File: src/rtl/kth_permutation_unrank_macros.svh
// Assertion macros shared by the permutation unranking RTL.
// Files that check their own logic include this header; it depends on nothing.
`ifndef KTH_PERMUTATION_UNRANK_MACROS_SVH
`define KTH_PERMUTATION_UNRANK_MACROS_SVH

// Check that cond holds at every clock edge outside reset.
`define KPU_ASSERT(label, cond, msg) \
    label: assert property (@(posedge clk) disable iff (!rst_n) (cond)) else $error(msg);

// Check that cons holds in the same cycle whenever ante holds.
`define KPU_ASSERT_IMPL(label, ante, cons, msg) \
    label: assert property (@(posedge clk) disable iff (!rst_n) (ante) |-> (cons)) \
        else $error(msg);

`endif

File: src/rtl/kpu_pkg.sv
// Shared types, constants and the factorial table for the permutation unranker.
// Depends on nothing; every RTL module imports it.
`default_nettype none

package kpu_pkg;

    localparam int MAX_LEN   = 16;
    localparam int LEN_W     = 5;
    localparam int RANK_W    = 31;
    localparam int IDX_W     = (MAX_LEN > 1) ? $clog2(MAX_LEN) : 1;
    localparam int FACT_W    = RANK_W + 1;
    localparam int QUEUE_DEPTH = 2;

    typedef struct packed {
        logic [LEN_W-1:0]  length;
        logic [RANK_W-1:0] rank;
    } query_t;

    typedef struct packed {
        logic [LEN_W-1:0] element;
        logic             out_of_range;
        logic             last;
    } result_t;

    // Classified request as it waits between front and back
    typedef struct packed {
        logic [LEN_W-1:0]  length;
        logic [RANK_W-1:0] rem;
        logic              err;
    } job_t;

    // n!, saturated to 2^31: anything larger exceeds every possible rank
    function automatic logic [FACT_W-1:0] fact_sat(input logic [LEN_W-1:0] n);
        logic [FACT_W-1:0] f;
        case (n) inside
            5'd0, 5'd1: f = 32'd1;
            5'd2:       f = 32'd2;
            5'd3:       f = 32'd6;
            5'd4:       f = 32'd24;
            5'd5:       f = 32'd120;
            5'd6:       f = 32'd720;
            5'd7:       f = 32'd5040;
            5'd8:       f = 32'd40320;
            5'd9:       f = 32'd362880;
            5'd10:      f = 32'd3628800;
            5'd11:      f = 32'd39916800;
            5'd12:      f = 32'd479001600;
            default:    f = 32'h8000_0000;
        endcase
        return f;
    endfunction

endpackage

`default_nettype wire

File: src/rtl/kth_permutation_unrank.sv
// Top level of the lexicographic permutation unranker: front end, job queue, digit engine.
// Depends on kpu_pkg, kpu_front, kpu_queue and kpu_back.
`default_nettype none

// Each request (length n, one-based rank k) yields the k-th permutation of 1..n in
// lexicographic order, one element per result, with last set on the n-th. A rank of
// zero, a rank above n!, or a length outside 1..16 gives one result with element 0,
// out_of_range and last set. Requests are checked on entry and wait in a two-entry
// queue, so a new request is taken while the previous one is still being worked out.
// The digit engine finds each digit by repeated compare and subtract, stepping over
// one factorial block at a time before it emits the element; a rejected request
// goes from IDLE through ERR, which emits the error result, and back to IDLE.

module kth_permutation_unrank
    import kpu_pkg::*;
(
    input  wire logic    clk,
    input  wire logic    rst_n,
    input  wire logic    query_valid,
    output logic         query_ready,
    input  wire query_t  query,
    output logic         result_valid,
    input  wire logic    result_ready,
    output result_t      result
);

    job_t front_job;
    job_t head_job;
    logic push;
    logic pop;
    logic full;
    logic empty;

    kpu_front u_front (
        .query_valid (query_valid),
        .query_ready (query_ready),
        .query       (query),
        .push        (push),
        .job         (front_job),
        .full        (full)
    );

    kpu_queue u_queue (
        .clk      (clk),
        .rst_n    (rst_n),
        .push     (push),
        .push_job (front_job),
        .full     (full),
        .pop      (pop),
        .empty    (empty),
        .head     (head_job)
    );

    kpu_back u_back (
        .clk          (clk),
        .rst_n        (rst_n),
        .empty        (empty),
        .head         (head_job),
        .pop          (pop),
        .result_valid (result_valid),
        .result_ready (result_ready),
        .result       (result)
    );

endmodule

`default_nettype wire

File: src/rtl/kpu_front.sv
// Front end: accepts a request, checks length and rank against n! and forms a job.
// Depends on kpu_pkg.
`default_nettype none

module kpu_front
    import kpu_pkg::*;
(
    input  wire logic   query_valid,
    output logic        query_ready,
    input  wire query_t query,
    output logic        push,
    output job_t        job,
    input  wire logic   full
);

    logic [FACT_W-1:0] total;
    logic              bad_len;
    logic              bad_rank;

    always_comb
    begin
        total    = fact_sat(query.length);
        bad_len  = (query.length == '0) || (query.length > LEN_W'(MAX_LEN));
        bad_rank = (query.rank == '0) || ({1'b0, query.rank} > total);
    end

    assign query_ready = !full;
    assign push        = query_valid && !full;
    assign job.length  = query.length;
    assign job.rem     = query.rank - RANK_W'(1);
    assign job.err     = bad_len || bad_rank;

endmodule

`default_nettype wire

File: src/rtl/kpu_queue.sv
// Short job queue between the front end and the digit engine.
// Depends on kpu_pkg and the assertion macro header.
`default_nettype none

`include "kth_permutation_unrank_macros.svh"

module kpu_queue
    import kpu_pkg::*;
(
    input  wire logic clk,
    input  wire logic rst_n,
    input  wire logic push,
    input  wire job_t push_job,
    output logic      full,
    input  wire logic pop,
    output logic      empty,
    output job_t      head
);

    localparam int PTR_W = (QUEUE_DEPTH > 1) ? $clog2(QUEUE_DEPTH) : 1;
    localparam int CNT_W = $clog2(QUEUE_DEPTH + 1);

    job_t             slot_reg [QUEUE_DEPTH];
    logic [PTR_W-1:0] wr_ptr_reg, wr_ptr_next;
    logic [PTR_W-1:0] rd_ptr_reg, rd_ptr_next;
    logic [CNT_W-1:0] count_reg, count_next;
    logic             do_push, do_pop;

    assign full    = (count_reg == CNT_W'(QUEUE_DEPTH));
    assign empty   = (count_reg == '0);
    assign head    = slot_reg[rd_ptr_reg];
    assign do_push = push && !full;
    assign do_pop  = pop && !empty;

    always_comb
    begin
        wr_ptr_next = wr_ptr_reg;
        rd_ptr_next = rd_ptr_reg;
        count_next  = count_reg;
        if (do_push)
        begin
            wr_ptr_next = (wr_ptr_reg == PTR_W'(QUEUE_DEPTH - 1)) ? '0 : wr_ptr_reg + PTR_W'(1);
        end
        if (do_pop)
        begin
            rd_ptr_next = (rd_ptr_reg == PTR_W'(QUEUE_DEPTH - 1)) ? '0 : rd_ptr_reg + PTR_W'(1);
        end
        if (do_push && !do_pop)
        begin
            count_next = count_reg + CNT_W'(1);
        end
        else if (do_pop && !do_push)
        begin
            count_next = count_reg - CNT_W'(1);
        end
    end

    always_ff @(posedge clk or negedge rst_n)
    begin
        if (!rst_n)
        begin
            wr_ptr_reg <= '0;
            rd_ptr_reg <= '0;
            count_reg  <= '0;
        end
        else
        begin
            wr_ptr_reg <= wr_ptr_next;
            rd_ptr_reg <= rd_ptr_next;
            count_reg  <= count_next;
        end
    end

    always_ff @(posedge clk)
    begin
        if (do_push)
        begin
            slot_reg[wr_ptr_reg] <= push_job;
        end
    end

    `KPU_ASSERT(a_queue_count, count_reg <= CNT_W'(QUEUE_DEPTH), "queue count over depth")

endmodule

`default_nettype wire

File: src/rtl/kpu_back.sv
// Digit engine: walks the factorial digits of a job and emits one element per result.
// Depends on kpu_pkg and the assertion macro header.
`default_nettype none

`include "kth_permutation_unrank_macros.svh"

module kpu_back
    import kpu_pkg::*;
(
    input  wire logic    clk,
    input  wire logic    rst_n,
    input  wire logic    empty,
    input  wire job_t    head,
    output logic         pop,
    output logic         result_valid,
    input  wire logic    result_ready,
    output result_t      result
);

    typedef enum logic [1:0] {IDLE, ERR, RUN} state_t;

    state_t              state_reg, state_next;
    logic [LEN_W-1:0]    len_reg, len_next;
    logic [LEN_W-1:0]    pos_reg, pos_next;
    logic [RANK_W-1:0]   rem_reg, rem_next;
    logic [IDX_W-1:0]    cand_reg, cand_next;
    logic [MAX_LEN-1:0]  mask_reg, mask_next;
    logic                out_valid_reg, out_valid_next;
    result_t             out_reg, out_next;

    logic [FACT_W-1:0]   block;
    logic                can_emit;
    logic                take_block;
    logic                at_last;
    logic [MAX_LEN-1:0]  mask_set;

    // Lowest unused value index at or above start; zero if none
    function automatic logic [IDX_W-1:0] first_free(input logic [MAX_LEN-1:0] m,
                                                    input logic [IDX_W:0]     start);
        logic [IDX_W-1:0] idx;
        idx = '0;
        for (int i = MAX_LEN - 1; i >= 0; i--)
        begin
            if (!m[i] && ((IDX_W+1)'(i) >= start))
            begin
                idx = IDX_W'(i);
            end
        end
        return idx;
    endfunction

    always_comb
    begin
        block      = fact_sat(len_reg - pos_reg - LEN_W'(1));
        can_emit   = !out_valid_reg || result_ready;
        take_block = ({1'b0, rem_reg} >= block);
        at_last    = (pos_reg == len_reg - LEN_W'(1));
        mask_set   = mask_reg | (MAX_LEN'(1) << cand_reg);
    end

    always_comb
    begin
        state_next     = state_reg;
        len_next       = len_reg;
        pos_next       = pos_reg;
        rem_next       = rem_reg;
        cand_next      = cand_reg;
        mask_next      = mask_reg;
        out_valid_next = out_valid_reg && !result_ready;
        out_next       = out_reg;
        pop            = 1'b0;
        unique case (state_reg)
            IDLE:
            begin
                if (!empty)
                begin
                    pop        = 1'b1;
                    len_next   = head.length;
                    rem_next   = head.rem;
                    pos_next   = '0;
                    cand_next  = '0;
                    mask_next  = '0;
                    state_next = head.err ? ERR : RUN;
                end
            end
            ERR:
            begin
                if (can_emit)
                begin
                    out_valid_next        = 1'b1;
                    out_next.element      = '0;
                    out_next.out_of_range = 1'b1;
                    out_next.last         = 1'b1;
                    state_next            = IDLE;
                end
            end
            RUN:
            begin
                if (take_block)
                begin
                    // drop one block and advance to the next unused value
                    rem_next  = rem_reg - block[RANK_W-1:0];
                    cand_next = first_free(mask_reg, (IDX_W+1)'(cand_reg) + (IDX_W+1)'(1));
                end
                else if (can_emit)
                begin
                    out_valid_next        = 1'b1;
                    out_next.element      = LEN_W'(cand_reg) + LEN_W'(1);
                    out_next.out_of_range = 1'b0;
                    out_next.last         = at_last;
                    mask_next             = mask_set;
                    pos_next              = pos_reg + LEN_W'(1);
                    cand_next             = first_free(mask_set, '0);
                    if (at_last)
                    begin
                        state_next = IDLE;
                    end
                end
            end
            default:
            begin
                state_next = IDLE;
            end
        endcase
    end

    always_ff @(posedge clk or negedge rst_n)
    begin
        if (!rst_n)
        begin
            state_reg     <= IDLE;
            out_valid_reg <= 1'b0;
            len_reg       <= '0;
            pos_reg       <= '0;
            rem_reg       <= '0;
            cand_reg      <= '0;
            mask_reg      <= '0;
            out_reg       <= '0;
        end
        else
        begin
            state_reg     <= state_next;
            out_valid_reg <= out_valid_next;
            len_reg       <= len_next;
            pos_reg       <= pos_next;
            rem_reg       <= rem_next;
            cand_reg      <= cand_next;
            mask_reg      <= mask_next;
            out_reg       <= out_next;
        end
    end

    assign result_valid = out_valid_reg;
    assign result       = out_reg;

    `KPU_ASSERT_IMPL(a_pos_in_len, state_reg == RUN, pos_reg < len_reg, "position past length")
    `KPU_ASSERT_IMPL(a_cand_free, state_reg == RUN, !mask_reg[cand_reg],
        "candidate value already used")
    `KPU_ASSERT_IMPL(a_err_shape, out_valid_reg && out_reg.out_of_range,
        out_reg.element == '0 && out_reg.last, "malformed error result")

endmodule

`default_nettype wire
File: config.mk
export PLATFORM = sky130hd
export DESIGN_NAME = kth_permutation_unrank
export DESIGN_NICKNAME = d
export VERILOG_FILES = /design/src/rtl/kpu_pkg.sv /design/src/rtl/kth_permutation_unrank.sv /design/src/rtl/kpu_front.sv /design/src/rtl/kpu_queue.sv /design/src/rtl/kpu_back.sv
export VERILOG_INCLUDE_DIRS = /design/src /design/src/rtl
export SDC_FILE = /design/constraint.sdc
export NUM_CORES = 1
export LEC_CHECK = 0
export BUFFER_PORTS_ARGS = -buffer_cell sky130_fd_sc_hd__clkbuf_2
export CAP_MARGIN = 20
export CORE_UTILIZATION = 68
export DETAILED_ROUTE_END_ITERATION = 8
export PLACE_DENSITY = 0.87
export SLEW_MARGIN = 20
export SYNTH_ARGS = -nofsm -noshare
export SYNTH_HDL_FRONTEND = slang
export SYNTH_SLANG_ARGS = --single-unit
File: constraint.sdc
create_clock -name clk -period 15 [get_ports clk]
set_input_delay 0.75 -clock clk [delete_from_list [all_inputs] [get_ports clk]]
set_output_delay 0.75 -clock clk [all_outputs]
set_load 0.02 [all_outputs]
* Yosys cells after proc, flatten, opt, wreduce, memory -nomap -nowiden
Memories as Yosys holds them, arrays and structs flattened.
Index checks and enable logic that the tools add are counted.
Widths: inputs -> output; s select.
** Operators by class
- Bitwise gates (word level) :: 2
- Multiplexer cells :: 93
- Add/sub/neg operators :: 11
- Order comparisons :: 19
- Equal/unequal tests :: 35
- Shift operators :: 1
- Reduce and logical (&&, ||, !) cells :: 64
** Operators by type and width (count)
- $mux 32 :: 24
- $mux 4 :: 35
- $mux 31 :: 2
- $pmux 31 s2 :: 1
- $eq 5x4->1 const B :: 10
- $mux 16 :: 3
- $eq 5x3->1 const B :: 8
- $ge 4x5->1 const A :: 8
- $ge 31x32->1 :: 1
- $gt 31x32->1 :: 1
- $pmux 16 s2 :: 1
- $logic_not 31->1 :: 1
- $sub 31x1->31 const B :: 1
- $sub 31x31->31 :: 1
- $logic_and 1x1->1 :: 22
- $logic_not 1->1 :: 22
- $mux 7 :: 3
- $eq 5x2->1 const B :: 4
- $ge 3x5->1 const A :: 4
- $mux 2 :: 8
- $or 16x16->16 :: 1
- $shl 1x4->16 const A :: 1
- $mux 5 :: 3
- $pmux 7 s2 :: 1
- other kinds (32) :: 59
** Storage, ports and cells
- Memory bits (writable) :: 74
- Input port bits :: 40
- Word-level logic and storage cells :: 239
- Output and inout port bits :: 9
- Flip-flop bits (word level) :: 75
- Memories kept :: 1
** Memory list
- u_queue.slot_reg :: words 2, bits a word 37, read ports 1, clocked after Yosys merged registers in 0, write ports 1, line kpu_queue.sv:23 : job_t slot_reg [QUEUE_DEPTH];

* Logic depth before layout (Yosys ltp)
- Depth after elaboration :: 21
- Depth in mapped cells :: 26
- Depth with buffers taken out :: 23

* By module
Synthesis repeated with hierarchy kept, for this count alone.
** Second synthesis, totals
- Cells, all modules :: 1110
- Area, all modules :: 10608.9 sq um
** By module, submodules not included
- kpu_back :: seq. area each 1776.7 sq um, cells each 755, area each 6082.1 sq um, times used 1
- kpu_queue :: seq. area each 2322.2 sq um, cells each 134, area each 2949.1 sq um, times used 1
- kpu_front :: seq. area each 0.0 sq um, cells each 221, area each 1577.8 sq um, times used 1

* Worst setup path after synthesis
OpenSTA, ideal clock, no wires.
- Path type :: register -> register
- From :: register u_back.pos_reg[0]
- To :: register u_back.rem_reg[29]
- Arrival :: 4.608 ns
- Buffers on the path :: 3
- Stages on the path, launching flop included :: 25
- Clock period less this slack :: 4.757 ns
- Required time :: 14.851 ns
- Slack :: 10.243 ns
- Library setup time :: 0.149 ns
- Cell sequence :: dfrtp_1 > inv_1 > ha_1 > inv_1 > fa_1 > inv_1 > a21o_1 > a21oi_1 > xnor2_2 > nor2b_1 > clkbuf_1 > nand2_1 > or2_2 > and2_1 > ha_1 > clkbuf_2 > nand2_1 > or3_1 > o211ai_2 > o2111a_1 > nor2_1 > buf_2 > a311oi_2 > mux2i_1 > a221oi_2
** On the way
- Longest elaborated chain between the ends :: 18
- Elaborated cells on any way between the ends :: 34
- Classes of those cells :: add/sub (3); order compare (1); eq/ne (13); mux (14); reduce/logical (3)
** RTL lines
- from (decl) :: line kpu_back.sv:24 : logic [LEN_W-1:0] pos_reg, pos_next;
- from (signal assigned) :: line kpu_back.sv:145 : pos_reg <= pos_next;
- $sub 5x5->5 (*) :: line kpu_back.sv:54 : block = fact_sat(len_reg - pos_reg - LEN_W'(1));
- $sub 5x1->5 (*) :: line kpu_back.sv:54
- $eq 5x4->1 :: line kpu_back.sv:54
- $mux 32 (11 in a row) :: line kpu_pkg.sv:35 : case (n) inside
- $mux 32 (*) :: line kpu_pkg.sv:35
- $sub 31x31->31 / $ge 31x32->1 (equally long branches) :: line kpu_back.sv:102, kpu_back.sv:56
- $mux 31 / $ne 2x1->1 (equally long branches)
- $pmux 31 s2 / $reduce_and 3->1 (equally long branches)
- to (signal assigned) :: line kpu_back.sv:146 : rem_reg <= rem_next;
- to (decl) :: line kpu_back.sv:25 : logic [RANK_W-1:0] rem_reg, rem_next;
Every way passes the cells marked *; elsewhere a longest branch is shown, timed or not. The select of a mux whose other input is x is not followed.
A chain may end at the register's enable or synchronous reset.

* Final worst setup path
- From :: register u_back.pos_reg[0]
- To :: register u_back.out_reg, in the netlist u_back.result[0]
** On the way
- Longest elaborated chain between the ends :: 18
- Elaborated cells on any way between the ends :: 35
- Classes of those cells :: add/sub (2); order compare (1); eq/ne (14); mux (15); reduce/logical (3)
** RTL lines
- $sub 5x5->5 :: line kpu_back.sv:54
- $sub 5x1->5 :: line kpu_back.sv:54
- $eq 5x4->1 :: line kpu_back.sv:54
- $mux 32 (12 in a row) :: line kpu_pkg.sv:35
- $ge 31x32->1 :: line kpu_back.sv:56 : take_block = ({1'b0, rem_reg} >= block);
- $ne 2x2->1 (no source line)
- $reduce_and 4->1 (no source line)
- to (signal assigned) :: line kpu_back.sv:149 : out_reg <= out_next;
- to (decl) :: line kpu_back.sv:29 : result_t out_reg, out_next;
Several ways; a longest one is shown, not always the timed one. The select of a mux whose other input is x is not followed.

==> flow_summary_export.csv <==
group,metric,value,unit
global_routing,grt_pass1_vias,8397,
cells_and_area,num-nets-final,1261,
cells_and_area,drive_gt1_share,10.4,%
place,gp_congestion,0.947,
synth,synthCells,1114,
floorplanning,core.rowCount,44,
cells_and_area,antenna_cells,0,
synth,netlist.area_leader.share,21.6,%
synth,seq_area_frac_synth,39.9,%
worst_setup_path,r2r_start,"u_back.pos_reg[0]$_DFFE_PN0P_",
worst_setup_path,path_depth,21,
sta,clock.fmax,0.175,GHz
clock_network,numCtsBuffers,17,
route,wire_per_inst,18.5,µm
clock_network,htree_levels,4,
route,ant_nets,0,
sta,finalHoldViolCount,0,
synth,synth_async_sr_flop_share,50.3,%
synth,ys_warn_count,0,
sta,tightest_slew,1.10,ns
place,dp_hpwl,17600,µm
worst_setup_path,ff2ff_path_depth,21,
global_routing,grt_max_degree,76,
sta,final-setup-viol-count,0,
sta,tns,0,ns
floorplanning,core,14600,µm²
floorplanning,pin_count,49,
worst_setup_path,arrival,6.00,ns
worst_setup_path,worstPathRequired,15.30,ns
clock_network,cts_tree,"built",
synth,synth_commonest_cells,"nand2_1, a21oi_1, nor2_1, dfrtp_1, ha_1",
floorplanning,chipWidth,125,µm
global_routing,grt_usage,33.1,%
worst_setup_path,cp_top_family,"simple AND/OR/NAND/NOR gates",
outcome,status,"complete, but fails checks",
synth,synth.most_common_cell,"nand2_1",
worst_setup_path,crit_start,"u_back.pos_reg[0]$_DFFE_PN0P_",
place,port-buffer-count,48,
sta,maxSlewViolCount,0,
run,drv_cap,0,
floorplanning,initial_core_util,70.2,%
outcome,violations,"DRC",
sta,rsz0062_at_grt,"false",
worst_setup_path,cp-end-kind,"flop",
worst_setup_path,cp_num_buf_inv,3,
clock_network,cts_resized,0,
synth,yosysUniqueCellTypes,84,
cells_and_area,area_delta_synth_final,9.15,%
global_routing,antenna_found_initial,0,
worst_setup_path,crit_chain,"inv_1 -> ha_1 -> inv_1 -> fa_1 -> inv_1 -> a21o_1 -> a21oi_1 -> xnor2_2 -> nor2b_1 -> nand2_1 -> and2_1 -> ha_1 -> nand2_1 -> nor2_1 -> a32oi_1 -> o211ai_2 -> o2111a_1 -> nor2_1 -> nand4_1 -> nor2_1 -> a21oi_1",
clock_network,root_buffer,"clkbuf_16",
route,avgViaCountPerCell,6.42,
synth,syn_area_per_cell,9.23,µm²
synth,synth-edff-count,74,
floorplanning,fp.dieH,125,µm
clock_network,worstSkewPairLatency,0.44,ns
synth,synth_area_leaders,"edfxtp_1, dfrtp_1, ha_1",
global_routing,grt_overflow_total,0,
clock_network,post-cts-setup-buffer-count,0,
cells_and_area,n_fill_cell,971,
route,num_vias,8613,
floorplanning,dieArea,15600,µm²
clock_network,ctsHoldBuffers,0,
synth,synth_ff_type,"dfrtp_1",
route,first_pass_iters,7,
sta,skew,0.0101,ns
global_routing,grt_pass1_wl,41000,µm
worst_hold_path,worstHoldPathType,"in -> async",
worst_setup_path,critPathMaxFanout,12,
sta,min_period,5.70,ns
route,routed_wl,24800,µm
synth,synth_seq_cells,149,
sta,slew-limit-headroom,26.9,%
clock_network,cts.sinks,149,
cells_and_area,largest_reg_flops,74,
worst_setup_path,reg2reg_slack,9.30,ns
worst_setup_path,path_class,"reg -> reg",
clock_network,clockBufferDepth,2,
worst_setup_path,worst_path_max_delay_cell,"nor2_1",
worst_setup_path,max_stage_delay,0.72,ns
worst_setup_path,start_kind,"flop",
synth,syn_area,10300,µm²
clock_network,clk_pin_slew,0.07,ns
route,first_iter_violations,777,
synth,syn_nets,1231,
route,drc,2,
synth,yosysTopAreaCell,"edfxtp_1",
sta,period_share,38.0,%
## routing by layer
metal,GRT usage (%),share of wire [%],vias up
li1,-,-,4119
met1,43.2,44,4072
met2,53.9,47,325
met3,5.91,5.5,97
met4,15.6,3.8,0
met5,0,0,-
## area by class of cell
| cell class | count | area [µm²] | share of cell area (%) |
|---|---|---|---|
| clock buffers | 17 | 425 | 3.79 |
| flip-flops and latches | 149 | 4100 | 36.5 |
| well taps | 184 | 230 | 2.05 |
| multi-input cells | 877 | 5860 | 52.2 |
| inverters | 46 | 173 | 1.54 |
| repair buffers | 53 | 280 | 2.50 |
| clock inverters | 15 | 159 | 1.42 |
## cells in the final DEF, fill, tap and decap left out, types with 5 or more instances in the layout
| cell | synthesis | layout |
|---|---|---|
| nor4_1 | 5 | 5 |
| nand2b_1 | 19 | 19 |
| inv_1 | 45 | 45 |
| nor2b_1 | 16 | 16 |
| o21a_1 | 10 | 10 |
| nand3b_1 | 5 | 5 |
| xor2_1 | 26 | 26 |
| xnor2_1 | 42 | 42 |
| inv_6 | 0 | 5 |
| a211o_1 | 6 | 6 |
| a21o_1 | 20 | 20 |
| o21bai_1 | 10 | 10 |
| a31oi_1 | 20 | 20 |
| o21ai_0 | 72 | 72 |
| dfrtp_1 | 75 | 74 |
| a21oi_1 | 104 | 104 |
| o31ai_1 | 6 | 5 |
| nand4_1 | 10 | 10 |
| nor3_1 | 23 | 23 |
| ha_1 | 75 | 74 |
| nand2_1 | 119 | 119 |
| mux2i_1 | 40 | 40 |
| buf_4 | 1 | 6 |
| edfxtp_1 | 74 | 74 |
| and3_1 | 11 | 11 |
| nor2_1 | 103 | 102 |
| nand3_1 | 27 | 27 |
| clkbuf_16 | 0 | 17 |
| o21ai_1 | 10 | 10 |
| clkbuf_2 | 1 | 47 |
| a211oi_1 | 6 | 6 |
## stage by stage
step | utilization (%) | hold slack, ns | std cells | setup slack, ns | instance area [µm²]
global placement | 72.7 | 0.464 | 1309 | 9.60 | 10600
global route | 76.6 | 0.527 | 1341 | 8.88 | 11200
floorplan | - | 0.450 | 1114 | 10.24 | 10300
detailed placement | 72.7 | 0.479 | 1309 | 9.41 | 10600
CTS | 76.6 | 0.494 | 1341 | 9.38 | 11200
finish | 76.6 | 0.459 | 1341 | 9.30 | 11200
## cells by family (layout without fill, tap and decap cells)
group	count (synthesis)	count (layout)	synth area share, %
mux	44	44	4.33
fa+ha+maj	77	77	9.51
flops	149	149	39.9
compound gates	318	318	19.5
xor+xnor	70	70	6.11
simple gates	368	368	17.3
buf+inv	88	131	3.42
## final timing paths
kind	to
worst max-delay path	u_back.result[0]$_DFFE_PN0P_
worst min-delay path	u_back.rem_reg[14]$_DFFE_PN0P_
worst max register to register	u_back.result[0]$_DFFE_PN0P_
worst min register to register	u_back.rem_reg[18]$_DFFE_PN0P_
max in group asynchronous	u_queue.rd_ptr_reg$_DFFE_PN0P_
min in group clk	u_back.rem_reg[18]$_DFFE_PN0P_
Power is not shown: default switching activity piles up to over one toggle a cycle in this logic, so the estimate is an artifact.
